`config.mk`:
```
export PLATFORM = sky130hd
export DESIGN_NAME = wet_cell
export DESIGN_NICKNAME = d
export VERILOG_FILES = /design/src/design/wet_pkg.sv /design/src/design/wet_cell.sv
export SDC_FILE = /design/constraint.sdc
export NUM_CORES = 1
export LEC_CHECK = 0
export ABC_AREA = 1
export ABC_CLOCK_PERIOD_IN_PS = 2810
export BUFFER_PORTS_ARGS = -buffer_cell sky130_fd_sc_hd__clkbuf_2
export CAP_MARGIN = 20
export CORE_MARGIN = 3
export CORE_UTILIZATION = 52
export DETAILED_ROUTE_END_ITERATION = 8
export GPL_TIMING_DRIVEN = 0
export PLACE_DENSITY = 0.79
export SLEW_MARGIN = 20
export SYNTH_ARGS = -nofsm -noshare
export SYNTH_HDL_FRONTEND = slang
export SYNTH_SLANG_ARGS = --single-unit
```
`constraint.sdc`:
```
create_clock -name clk -period 2.81 [get_ports clk]
set_input_delay 0.4215 -clock clk [delete_from_list [all_inputs] [get_ports clk]]
set_output_delay 0.4215 -clock clk [all_outputs]
set_load 0.005 [all_outputs]
```
`src/design/wet_pkg.sv`:
```
`default_nettype none

package wet_pkg;

    // defaults for the top-level parameters
    localparam int DEF_MAX_EXTENTS = 32;
    localparam int DEF_ADDR_BITS   = 23;

    // fixed field widths
    localparam int OP_W      = 2;
    localparam int IDX_W     = 5;
    localparam int CNT_OUT_W = 6;

    // operation codes
    localparam logic [OP_W-1:0] OP_WRITE = 2'd0;
    localparam logic [OP_W-1:0] OP_ERASE = 2'd1;
    localparam logic [OP_W-1:0] OP_READ  = 2'd2;

    // cell commands
    localparam int CC_W = 3;
    localparam logic [CC_W-1:0] CC_HOLD  = 3'd0;
    localparam logic [CC_W-1:0] CC_FLAGS = 3'd1;  // latch extend-hit / at-or-above flags
    localparam logic [CC_W-1:0] CC_WRITE = 3'd2;  // extend, or insert with shift right
    localparam logic [CC_W-1:0] CC_PAIR  = 3'd3;  // latch touches-right-neighbor flag
    localparam logic [CC_W-1:0] CC_MERGE = 3'd4;  // merge first touching pair, shift left
    localparam logic [CC_W-1:0] CC_ERASE = 3'd5;  // remove one in-range extent, shift left

    typedef struct packed {
        logic [CC_W-1:0] cmd;
        logic            any_mark;  // some cell holds a write hit / touching pair
        logic            full;      // table holds MAX_EXTENTS extents
        logic            any_rng;   // some cell start lies in the erase range
    } wet_cell_ctl_t;

endpackage

`default_nettype wire

```
`src/design/wet_cell.sv`:
```
`default_nettype none

module wet_cell #(
    parameter int ADDR_BITS = wet_pkg::DEF_ADDR_BITS,
    localparam int SW = ADDR_BITS + 1
) (
    input  logic                  clk,
    input  logic                  rst_n,
    input  wet_pkg::wet_cell_ctl_t ctl,
    input  logic [ADDR_BITS-1:0]  addr,
    input  logic [SW-1:0]         len,
    input  logic [SW-1:0]         rng_end,
    input  logic                  occ,          // slot is below the extent count
    input  logic [ADDR_BITS-1:0]  left_start,
    input  logic [SW-1:0]         left_size,
    input  logic                  left_after,
    input  logic [ADDR_BITS-1:0]  right_start,
    input  logic [SW-1:0]         right_size,
    input  logic                  right_occ,
    input  logic                  seen_in,
    output logic [ADDR_BITS-1:0]  start,
    output logic [SW-1:0]         size,
    output logic                  after_out,
    output logic                  seen_out,
    output logic                  in_rng
);

    import wet_pkg::*;

    localparam logic [SW:0] SPACE = (SW+1)'(1) << ADDR_BITS;

    logic [ADDR_BITS-1:0] start_reg, start_next;
    logic [SW-1:0]        size_reg, size_next;
    logic                 ext_reg, ext_next;
    logic                 ge_reg, ge_next;
    logic                 pair_reg, pair_next;

    logic [SW-1:0] end_sum;
    logic          ext_hit;
    logic          ge;
    logic          pair;
    logic          at_after;
    logic          mark;

    // sum clipped to the size of the address space
    function automatic logic [SW-1:0] sat_add(input logic [SW-1:0] a, input logic [SW-1:0] b);
        logic [SW:0] s;
        s = {1'b0, a} + {1'b0, b};
        sat_add = (s > SPACE) ? SPACE[SW-1:0] : s[SW-1:0];
    endfunction

    assign end_sum  = {1'b0, start_reg} + size_reg;
    assign ext_hit  = occ && (end_sum == {1'b0, addr});
    assign ge       = occ && (start_reg >= addr);
    assign in_rng   = ge && ({1'b0, start_reg} < rng_end);
    assign pair     = occ && right_occ && ({1'b0, right_start} == end_sum);
    assign at_after = ge_reg || !occ;
    assign mark     = (ctl.cmd == CC_MERGE) ? pair_reg : ext_reg;

    assign after_out = at_after;
    assign seen_out  = seen_in | mark;
    assign start     = start_reg;
    assign size      = size_reg;

    always_comb
    begin
        start_next = start_reg;
        size_next  = size_reg;
        ext_next   = ext_reg;
        ge_next    = ge_reg;
        pair_next  = pair_reg;
        unique case (ctl.cmd)
            CC_FLAGS:
            begin
                ext_next = ext_hit;
                ge_next  = ge;
            end
            CC_WRITE:
            begin
                priority if (ctl.any_mark)
                begin
                    if (ext_reg && !seen_in)
                    begin
                        size_next = sat_add(size_reg, len);
                    end
                end
                else if (!ctl.full)
                begin
                    if (at_after && !left_after)
                    begin
                        start_next = addr;
                        size_next  = len;
                    end
                    else if (at_after)
                    begin
                        start_next = left_start;
                        size_next  = left_size;
                    end
                end
                else
                begin
                    // table full: the new extent is dropped
                    size_next = size_reg;
                end
            end
            CC_PAIR:
            begin
                pair_next = pair;
            end
            CC_MERGE:
            begin
                if (ctl.any_mark)
                begin
                    priority if (pair_reg && !seen_in)
                    begin
                        size_next = sat_add(size_reg, right_size);
                    end
                    else if (seen_in)
                    begin
                        start_next = right_start;
                        size_next  = right_size;
                    end
                    else
                    begin
                        size_next = size_reg;
                    end
                end
            end
            CC_ERASE:
            begin
                if (ctl.any_rng && ge)
                begin
                    start_next = right_start;
                    size_next  = right_size;
                end
            end
            default:
            begin
                start_next = start_reg;
            end
        endcase
    end

    always_ff @(posedge clk)
    begin
        start_reg <= start_next;
        size_reg  <= size_next;
    end

    always_ff @(posedge clk or negedge rst_n)
    begin
        if (!rst_n)
        begin
            ext_reg  <= 1'b0;
            ge_reg   <= 1'b0;
            pair_reg <= 1'b0;
        end
        else
        begin
            ext_reg  <= ext_next;
            ge_reg   <= ge_next;
            pair_reg <= pair_next;
        end
    end

endmodule

`default_nettype wire

```
==> flow_metrics.env, run 1 <==
export IMPL_root_buffer="clkbuf_16"
export IMPL_nets=2497
export IMPL_setup_viol=50
export IMPL_core_area_um2=19850
export IMPL_outcome="finished with violations"
export IMPL_synth_nets=2142
export IMPL_fin_ws_ps=-238.3
export IMPL_gp_congestion=1.030
export IMPL_grt_overflow_total=0
export IMPL_min_period_ps=3048
export IMPL_die_h_um=149.5
export IMPL_required_ps=3000
export IMPL_hold_violations=0
export IMPL_tightestPinTransition_ps=937.1
export IMPL_min_path_type="input port to async pin"
export IMPL_powerDensity_nw_per_um2=309.9
export IMPL_postLayoutCoreUtil_pct=72.91
export IMPL_first_pass_iters=6
export IMPL_critical_path_startpoint_type="register"
export IMPL_via_per_inst=5.595
export IMPL_p_total_mw=4.484
export IMPL_clk_latency_ps=320
export IMPL_grt_pass1_wl_um=66540
export IMPL_grt_pass1_vias=13090
export IMPL_ys_warnings_count=0
export IMPL_clockBufferDepth=2
export IMPL_post_dp_hpwl_um=34600
export IMPL_crit_family="simple AND/OR/NAND/NOR gates"
export IMPL_cp_max_fo=5
export IMPL_rsz0062_at_grt="true"
export IMPL_drv_cap=0
export IMPL_crit_path_end_kind="register"
export IMPL_clk_pin_slew_ps=90
export IMPL_io_pins=227
export IMPL_dp_slack_ps=-628.4
export IMPL_syn_area_um2=10710
export IMPL_cts_made_buffers=5
export IMPL_synth_area_leaders="nand2_1 23%, ha_1 14%, edfxtp_1 13%"
export IMPL_antenna_found_initial=0
export IMPL_synthFlopType="edfxtp_1"
export IMPL_fmax_ghz=0.3281
export IMPL_h_tree_depth=2
export IMPL_wl_per_cell_um=18.48
export IMPL_io_buffers=225
export IMPL_fillers=1683
export IMPL_finalCritPeriodShare_pct=108.5
export IMPL_track_usage_pct=38.21
export IMPL_postSynthCellCount=1846
export IMPL_largest_reg_flops=24
export IMPL_clock_skew_ps=19.90
export IMPL_worst_path_buf_inv=3
export IMPL_crit_type="register to register"
export IMPL_ys_seq_elements=50
export IMPL_cts_sinks=50
export IMPL_avgSynthCellArea_um2=5.803
export IMPL_final_layout_size_suffix_gt1_share_pct=28.11
export IMPL_drc=0
export IMPL_p_leak_nw=7.854
export IMPL_grt_max_degree=18
export IMPL_finish_instance_area_um2=14470
export IMPL_slowest_delay_ps=480
export IMPL_relSlewSlack_pct=37.52
export IMPL_path_cells="buf_6 -> ha_4 -> fa_2 -> nand3_2 -> nand3_4 -> buf_4 -> nand4_1 -> nand3_1 -> nand2_1 -> nand2_2 -> nor2_1 -> nand2_1 -> nor2_1 -> nand3_1 -> nand2_4 -> buf_6 -> nand2_2 -> nand2_2 -> nand2_2 -> nand3_2"
export IMPL_first_iter_violations=1092
export IMPL_initial_core_util_pct=53.98
export IMPL_tritoncts="done"
export IMPL_worst_r2r_cell_count=20
export IMPL_netlist_cell_type_count=48
export IMPL_regArea_um2=1486
export IMPL_rows=51
export IMPL_dieArea_um2=22360
export IMPL_synth_top_area_share_pct=22.70
export IMPL_ir_worst_vdd_mv=0.2397
export IMPL_route_vias_total=13800
export IMPL_slew_viol_final=0
export IMPL_drtAntennaViolNets=0
export IMPL_die_w_um=149.5
export IMPL_violations="negative setup slack"
export IMPL_crit_arrival_ps=3240
export IMPL_drt_total_wl_um=45590
export IMPL_async_reset_ff_share_pct=6.000
export IMPL_slowest_stage="edfxtp_1"
export IMPL_holdWs_ps=422.9
export IMPL_multi_input_area_um2=9139
export IMPL_area_delta_synth_final_pct=35.07
export IMPL_synth_enable_flop_cells=47
export IMPL_crit_top_cell="nand2_2"
export IMPL_cp_depth=20
export IMPL_n_antenna_cell=0
export IMPL_yosysSeqAreaShare_pct=13.88
export IMPL_synth_top_cell_by_area="nand2_1"
export IMPL_dpl_cell_area_um2=12190
[worst register-to-register path: cells and delay by family (launching register included)]
kind                     cells  cell delay (ps)
adder cells (fa/ha/maj)      2              540
flip-flops                   1              480
buffers and inverters        3              500
AND/OR/NAND/NOR             15             1410
[logic make-up after synthesis]
| family | after synthesis | share of synthesized area, % |
|---|---|---|
| simple gates | 1102 | 43.98 |
| buf+inv | 309 | 11.34 |
| compound gates | 217 | 11.13 |
| fa+ha+maj | 119 | 14.11 |
| flops | 50 | 13.88 |
| xor+xnor | 49 | 5.559 |
[worst paths after layout]
check,startpoint,endpoint,slack [ps]
worst max-delay path,size[0]$_DFFE_PP_,size[12]$_DFFE_PP_,-240
worst min-delay path,rst_n,ge_reg$_DFFE_PN0N_,420
worst max register to register,size[0]$_DFFE_PP_,size[12]$_DFFE_PP_,-240
worst min register to register,ge_reg$_DFFE_PN0N_,ge_reg$_DFFE_PN0N_,520
max in group asynchronous,rst_n,ext_reg$_DFFE_PN0N_,2280
min in group clk,right_size[23],size[23]$_DFFE_PP_,420
[final cells by class]
| type | count | share of cell area, % |
|---|---|---|
| Buffer | 34 | 1.262 |
| Clock buffer | 5 | 0.8647 |
| Clock inverter | 3 | 0.1643 |
| Inverter | 275 | 7.134 |
| Multi-Input combinational cell | 1489 | 63.16 |
| Sequential cell | 50 | 10.27 |
| Tap cell | 265 | 2.291 |
| Timing Repair Buffer | 346 | 14.86 |
[Yosys cell counts (all sizes together), types with 4 or more instances]
cell type  number
o211ai          7
nand3b         13
a21boi          4
a21oi          84
nor3           13
inv           273
xnor3          11
a211oi          5
nand4          40
xnor2          10
ha            116
buf             5
o22ai          15
or2             5
and2            6
nand2         677
clkbuf         29
o21ai          84
nor2          223
a31oi           4
xor2           27
nand3         121
a21o            4
edfxtp         47
[metal layers]
metal	part of all wire (%)	global-route usage, %	vias to the layer above
li1	-	-	6661
met1	38	46.07	6243
met2	47	66.47	746
met3	9.4	6.208	152
met4	5.7	17.94	0
met5	0	0	-
[per-stage QoR]
stage          TNS, ps  std cells
2_1_floorplan        0       1846
3_3_place_gp    -51750       2336
3_5_place_dp    -37830       2336
4_1_cts          -2605       2447
5_1_grt         -13620       2467
6_report         -6550       2467
[placed cells by master (no fill, tap or decap), drive strengths merged, types with 3 or more instances in the layout]
| cell | Yosys | routed |
|---|---|---|
| xnor3 | 11 | 11 |
| nand3 | 121 | 121 |
| o2111ai | 3 | 3 |
| o22ai | 15 | 15 |
| clkbuf | 29 | 259 |
| nand4 | 40 | 40 |
| xor2 | 27 | 27 |
| o211ai | 7 | 7 |
| o21bai | 3 | 3 |
| nor3 | 13 | 13 |
| nand2 | 677 | 677 |
| nand3b | 13 | 13 |
| or2 | 5 | 5 |
| o21ai | 84 | 84 |
| a21o | 4 | 4 |
| ha | 116 | 116 |
| buf | 5 | 125 |
| a211oi | 5 | 5 |
| a21oi | 84 | 84 |
| a31oi | 4 | 4 |
| dfrtp | 3 | 3 |
| inv | 273 | 274 |
| and2 | 6 | 6 |
| edfxtp | 47 | 47 |
| fa | 3 | 3 |
| nor2 | 223 | 225 |
| a21boi | 4 | 4 |
| xnor2 | 10 | 10 |
[power breakdown]
group          total, mW  switching, mW  internal (mW)
clock              0.688          0.352          0.336
combinational       2.86           1.70           1.16
sequential         0.934         0.0527          0.881
total               4.48           2.11           2.38
[what timing repair did]
item                                   in CTS  in global routing
endpoints found under the hold margin       3                  0
gates cloned                                5                  1
pin swaps                                  51                 41
hold buffers                                1                  0
resized for setup                         132                107
setup buffers                              97                 20
setup endpoints to repair                  74                 76
(Power assumes the default switching activity.)
==> run 2: changes to the inputs <==
--- a/config.mk
+++ b/config.mk
@@ -9,6 +9,7 @@
 export ABC_CLOCK_PERIOD_IN_PS = 2810
 export BUFFER_PORTS_ARGS = -buffer_cell sky130_fd_sc_hd__clkbuf_2
 export CAP_MARGIN = 20
+export CORE_ASPECT_RATIO = 1.5
 export CORE_MARGIN = 3
 export CORE_UTILIZATION = 52
 export DETAILED_ROUTE_END_ITERATION = 8
==> flow_metrics.env, run 2 (same netlist as run 1, synthesis figures left out) <==
export IMPL_hold_violations=0
export IMPL_cts_sinks=50
export IMPL_cts_made_buffers=5
export IMPL_top_layer="met4"
export IMPL_layout_common_cells="507 x nand2_1, 263 x inv_1, 225 x clkbuf_2"
export IMPL_final_common_cell="nand2_1"
export IMPL_largest_reg_flops=24
export IMPL_clockBufferDepth=2
export IMPL_worst_path_buf_inv=2
export IMPL_required_ps=2390
export IMPL_p_leak_nw=8.109
export IMPL_nets=2497
export IMPL_post_dp_hpwl_um=36260
export IMPL_drt_total_wl_um=47690
export IMPL_outcome="finished with violations"
export IMPL_finalCritPeriodShare_pct=108.0
export IMPL_slew_viol_final=0
export IMPL_grt_pass1_vias=12980
export IMPL_grt_overflow_total=0
export IMPL_track_usage_pct=38.51
export IMPL_path_cells="ha_4 -> nand2_2 -> o21ai_2 -> nand4_1 -> o211ai_1 -> nand4_1 -> nand4_1 -> nand2_2 -> inv_2 -> o21ai_1 -> a211oi_1 -> buf_2"
export IMPL_dieArea_um2=22400
export IMPL_crit_path_end_kind="primary output"
export IMPL_violations="negative setup slack"
export IMPL_area_delta_synth_final_pct=41.98
export IMPL_slowest_delay_ps=500
export IMPL_met1_length_um=16050
export IMPL_clock_skew_ps=13.27
export IMPL_wl_per_cell_um=19.36
export IMPL_die_w_um=123.2
export IMPL_initial_core_util_pct=53.51
export IMPL_drv_cap=0
export IMPL_cp_max_fo=2
export IMPL_crit_top_cell="nand4_1"
export IMPL_grt_max_degree=17
export IMPL_crit_type="register to primary output"
export IMPL_first_iter_violations=1060
export IMPL_min_period_ps=3035
export IMPL_tightestPinTransition_ps=794.9
export IMPL_drc=0
export IMPL_powerDensity_nw_per_um2=312.8
export IMPL_clk_latency_ps=310
export IMPL_setup_viol=72
export IMPL_h_tree_depth=2
export IMPL_drtAntennaViolNets=0
export IMPL_ir_worst_vdd_mv=0.2261
export IMPL_final_layout_size_suffix_gt1_share_pct=34.33
export IMPL_min_path_type="input port to register"
export IMPL_p_total_mw=4.757
export IMPL_io_pins=227
export IMPL_via_per_inst=5.728
export IMPL_clk_pin_slew_ps=80
export IMPL_tritoncts="done"
export IMPL_relSlewSlack_pct=47.01
export IMPL_holdWs_ps=428.8
export IMPL_io_buffers=225
export IMPL_rsz0062_at_grt="true"
export IMPL_wl_met2_um=23990
export IMPL_die_h_um=181.8
export IMPL_critical_path_startpoint_type="register"
export IMPL_first_pass_iters=6
export IMPL_crit_family="simple AND/OR/NAND/NOR gates"
export IMPL_fin_ws_ps=-224.7
export IMPL_antenna_found_initial=1
export IMPL_wl_met3_um=3006
export IMPL_crit_arrival_ps=2610
export IMPL_slowest_stage="edfxtp_1"
export IMPL_root_buffer="clkbuf_16"
export IMPL_fmax_ghz=0.3295
export IMPL_gp_congestion=1.106
export IMPL_core_area_um2=20020
export IMPL_rows=63
export IMPL_grt_pass1_wl_um=66110
export IMPL_route_vias_total=14110
[run 2: cell types whose count changed in the layout (fill, tap and decap cells not counted), moves of 7 or more]
| cell | previous run | this run |
|---|---|---|
| nand3_1 | 86 | 73 |
| inv_2 | 4 | 11 |
| nand2_4 | 8 | 32 |
| nand2_1 | 580 | 507 |
| ha_1 | 71 | 56 |
| a21oi_1 | 73 | 66 |
| nand3_2 | 31 | 38 |
| nor2_4 | 11 | 20 |
| nand2_2 | 89 | 138 |
| nor2_1 | 189 | 168 |
| nor2_2 | 25 | 37 |
| ha_4 | 37 | 48 |
[run 2: final cells by class]
| class | count | area, um^2 |
|---|---|---|
| repair buffers | 346 | 2156 |
| plain buffers | 34 | 183.9 |
| multi-input cells | 1489 | 9853 |
| clock buffers | 5 | 125.1 |
| inverters | 275 | 1032 |
| flip-flops and latches | 50 | 1486 |
| clock inverters | 3 | 45.04 |
| well taps | 260 | 325.3 |
| diodes | 1 | 2.502 |
| fillers | 1641 | 4812 |
[run 2: worst paths after layout]
kind	slack (ps)	start	end	cells after the start
max	-220	start[1]$_DFFE_PP_	in_rng	12
min	430	right_start[14]	start[14]$_DFFE_PP_	3
max reg2reg	-150	size[4]$_DFFE_PP_	size[15]$_DFFE_PP_	20
min reg2reg	510	ge_reg$_DFFE_PN0N_	ge_reg$_DFFE_PN0N_	2
max in group asynchronous	2220	rst_n	ge_reg$_DFFE_PN0N_	2
min in group asynchronous	460	rst_n	ext_reg$_DFFE_PN0N_	2
[run 2: power breakdown]
group          total (mW)  switching [mW]  internal, mW
sequential          0.925          0.0440         0.881
clock               0.749           0.327         0.422
combinational        3.08            1.84          1.25
total                4.76            2.21          2.55
[run 2: routing by layer]
layer  global-route usage [%]  vias up
li1                         -     6674
met1                    39.57     6453
met2                    70.70      747
met3                    3.553      233
met4                    27.72        0
met5                        0        -
[run 2: repair_timing]
item | in CTS | in global routing
pin swaps | 34 | 103
gates resized for setup | 135 | 296
buffers inserted | 70 | 46
hold buffers | 1 | 0
endpoints found under the setup margin | 75 | 75
gates cloned | 4 | 2
hold endpoints to repair | 3 | 0
[run 2: worst register-to-register path: stages (launching register included)]
cell      delay (ps)
edfxtp_1         540
ha_4             360
nand2_1           50
nand2_1          120
inv_1             70
nand2_1          130
nand2_1           90
nand3_1          100
nand2_1           80
nand3_1           70
nand2_1          150
nor2_2           160
nand2_1           80
nor2_2           120
nand3_2          110
nand2_4          120
buf_6            140
nand2_1           80
nand2_2           80
nand2_2           90
nand3_2           90
[run 2: through the flow]
step / instance area (um^2) / std cells / worst slack [ps] / setup TNS, ps / utilization [%]
after floorplan: 10720 / 1846 / 90.72 / 0 / -
after global placement: 12170 / 2331 / -1155 / -60570 / 60.78
after detailed placement: 12180 / 2331 / -820.5 / -46600 / 60.83
after CTS: 13650 / 2414 / -85.04 / -1150 / 68.17
after global routing: 15210 / 2463 / -304.4 / -13390 / 75.97
final: 15210 / 2463 / -224.7 / -5620 / 75.97
==> run 3: changes to the inputs <==
--- a/config.mk
+++ b/config.mk
@@ -14,7 +14,9 @@
 export CORE_UTILIZATION = 52
 export DETAILED_ROUTE_END_ITERATION = 8
 export GPL_TIMING_DRIVEN = 0
+export HOLD_SLACK_MARGIN = 0.05
 export PLACE_DENSITY = 0.79
+export REMOVE_ABC_BUFFERS = 1
 export SLEW_MARGIN = 20
 export SYNTH_ARGS = -nofsm -noshare
 export SYNTH_HDL_FRONTEND = slang
==> flow_metrics.env, run 3 (same netlist as run 1, synthesis figures left out) <==
export IMPL_first_pass_iters=5
export IMPL_intPower_mw=2.437
export IMPL_fillers=1612
export IMPL_clockBufferDepth=2
export IMPL_antenna_found_initial=2
export IMPL_grt_use_met2_pct=74.40
export IMPL_swShare_pct=47.42
export IMPL_totalNegativeSetupSlack_ps=-6996
export IMPL_setup_viol=50
export IMPL_initial_core_util_pct=53.51
export IMPL_post_dp_hpwl_um=33510
export IMPL_grt_max_degree=47
export IMPL_gp_congestion=1.002
export IMPL_rows=63
export IMPL_powerDensity_nw_per_um2=308.9
export IMPL_hold_violations=0
export IMPL_outcome="finished with violations"
export IMPL_drtAntennaViolNets=0
export IMPL_die_w_um=123.2
export IMPL_grt_busiest_layer="met2"
export IMPL_root_buffer="clkbuf_16"
export IMPL_final_common_cell="nand2_1"
export IMPL_tritoncts="done"
export IMPL_crit_path_end_kind="register"
export IMPL_switching_power_mw=2.198
export IMPL_r2r_setup_slack_ps=-260
export IMPL_cp_max_fo=6
export IMPL_finish_instance_area_um2=15000
export IMPL_track_usage_pct=39.58
export IMPL_dp_cells=2302
export IMPL_p_leak_nw=8.053
export IMPL_grt_overflow_total=0
export IMPL_drc=0
export IMPL_layout_common_cells="570 x nand2_1, 266 x inv_1, 225 x clkbuf_2"
export IMPL_route_vias_total=14070
export IMPL_clock_skew_ps=15.32
export IMPL_first_iter_violations=1181
export IMPL_finalCritPeriodShare_pct=109.1
export IMPL_dieArea_um2=22400
export IMPL_clk_latency_ps=330
export IMPL_die_h_um=181.8
export IMPL_fmax_ghz=0.3262
export IMPL_wl_per_cell_um=19.41
export IMPL_seqPwrFrac_pct=19.9
export IMPL_multi_input_area_um2=9683
export IMPL_regArea_um2=1486
export IMPL_rsz0062_at_grt="true"
export IMPL_min_path_type="input port to register"
export IMPL_min_delay_start="right_start[20]"
export IMPL_timing_rr_start="size[0]$_DFFE_PP_"
export IMPL_comb_power_share_pct=65.2
export IMPL_crit_arrival_ps=3260
export IMPL_drv_cap=0
export IMPL_p_clk_share_pct=14.8
export IMPL_grt_util_met1_pct=37.57
export IMPL_crit_type="register to register"
export IMPL_ir_worst_vdd_mv=0.2577
export IMPL_cts_sinks=50
export IMPL_holdWs_ps=429.5
export IMPL_dpl_cell_area_um2=12130
export IMPL_worst_r2r_cell_count=19
export IMPL_io_pins=227
export IMPL_min_to="start[20]$_DFFE_PP_"
export IMPL_fin_cells=2448
export IMPL_fin_ws_ps=-255.3
export IMPL_cts_made_buffers=5
export IMPL_hold_depth=3
export IMPL_h_tree_depth=2
export IMPL_via_per_inst=5.748
export IMPL_tightestPinTransition_ps=849.8
export IMPL_required_ps=3000
export IMPL_critical_path_startpoint_type="register"
export IMPL_core_area_um2=20020
export IMPL_relSlewSlack_pct=43.35
export IMPL_final_layout_size_suffix_gt1_share_pct=30.83
export IMPL_nets=2481
export IMPL_area_delta_synth_final_pct=40.05
export IMPL_largest_reg_flops=24
export IMPL_grtUsageMet3_pct=5.111
export IMPL_drt_total_wl_um=47520
export IMPL_violations="negative setup slack"
export IMPL_io_buffers=226
export IMPL_clk_pin_slew_ps=80
export IMPL_min_period_ps=3065
export IMPL_grt_pass1_vias=13860
export IMPL_grt_pass1_wl_um=68480
export IMPL_slew_viol_final=0
export IMPL_worstReg2RegEnd="size[9]$_DFFE_PP_"
==> run 3: cell count changes in the layout (fill, tap and decap cells not counted), moves of 4 or more <==
cell      before  now
nor2_1       168  176
ha_1          56   67
inv_2         11    7
nand2_8        0    9
nand2_4       32   16
clkbuf_1      27    3
nand2_1      507  570
nand3_1       73   80
nand3_2       38   30
nand2_2      138   88
nor2_2        37   27
ha_2          12    4
==> run 3: critical path, stage by stage, from the launching register on <==
cell      delay (ps)
edfxtp_1         420
buf_6            160
ha_4             160
fa_2             390
nand2_2          100
nor2_4            50
nand2_2           80
nand3_4          110
buf_4            160
xor2_1           130
inv_1             90
nand4_1          170
nor2_4           210
nand3_4          120
buf_12           150
nand2_8          120
nand2_2           50
nand2_1           60
nand2_1           70
nand3_2          110
==> run 3: cell type report <==
| cell class | count | share of cell area [%] |
|---|---|---|
| multi-input cells | 1495 | 64.54 |
| repair buffers | 358 | 15.52 |
| flip-flops and latches | 50 | 9.907 |
| inverters | 275 | 6.922 |
| well taps | 260 | 2.168 |
| clock buffers | 8 | 0.9090 |
| diodes | 2 | 0.03336 |
==> run 3: how the worst max path moves through the flow <==
stage / slack [ps] / to / start
CTS: -120 / size[6]$_DFFE_PP_ / size[0]$_DFFE_PP_
floorplan: -1330 / size[0]$_DFFE_PP_ / ctl[5]
global placement: -4470 / size[5]$_DFFE_PP_ / ctl[5]
detailed placement: -1740 / size[22]$_DFFE_PP_ / ctl[5]
finish: -260 / size[9]$_DFFE_PP_ / size[0]$_DFFE_PP_
global route: -440 / size[14]$_DFFE_PP_ / size[1]$_DFFE_PP_
==> run 3: per-stage QoR <==
step | worst slack [ps] | utilization, % | power, mW
global placement | -4467 | 59.87 | 3.088
detailed placement | -1742 | 60.57 | 3.150
global route | -438.1 | 74.93 | 4.894
CTS | -116.8 | 70.55 | 4.268
floorplan | -1329 | - | 2.440
finish | -255.3 | 74.93 | 4.635
==> run 3: repair_timing <==
item / 4_1_cts / 5_1_grt
gates resized for setup: 189 / 142
setup endpoints to repair: 75 / 75
setup buffers: 98 / 28
hold endpoints to repair: 3 / 0
cloned: 8 / 2
pin swaps: 65 / 71
hold buffers: 1 / 0
==> run 3: power by group through the flow <==
stage          combinational [mW]  clock, mW  sequential (mW)
2_1_floorplan                1.50          0            0.939
3_3_place_gp                 2.12          0            0.971
3_5_place_dp                 2.18          0            0.969
4_1_cts                      2.68      0.670            0.918
5_1_grt                      3.28      0.685            0.928
6_report                     3.02      0.686            0.925
==> run 3: per-layer routing <==
metal	vias to the layer above	share of wire (%)	wire, um
li1	6632	-	-
met1	6346	32	15440
met2	785	51	24110
met3	308	6.4	3041
met4	0	10	4927
met5	-	0	0
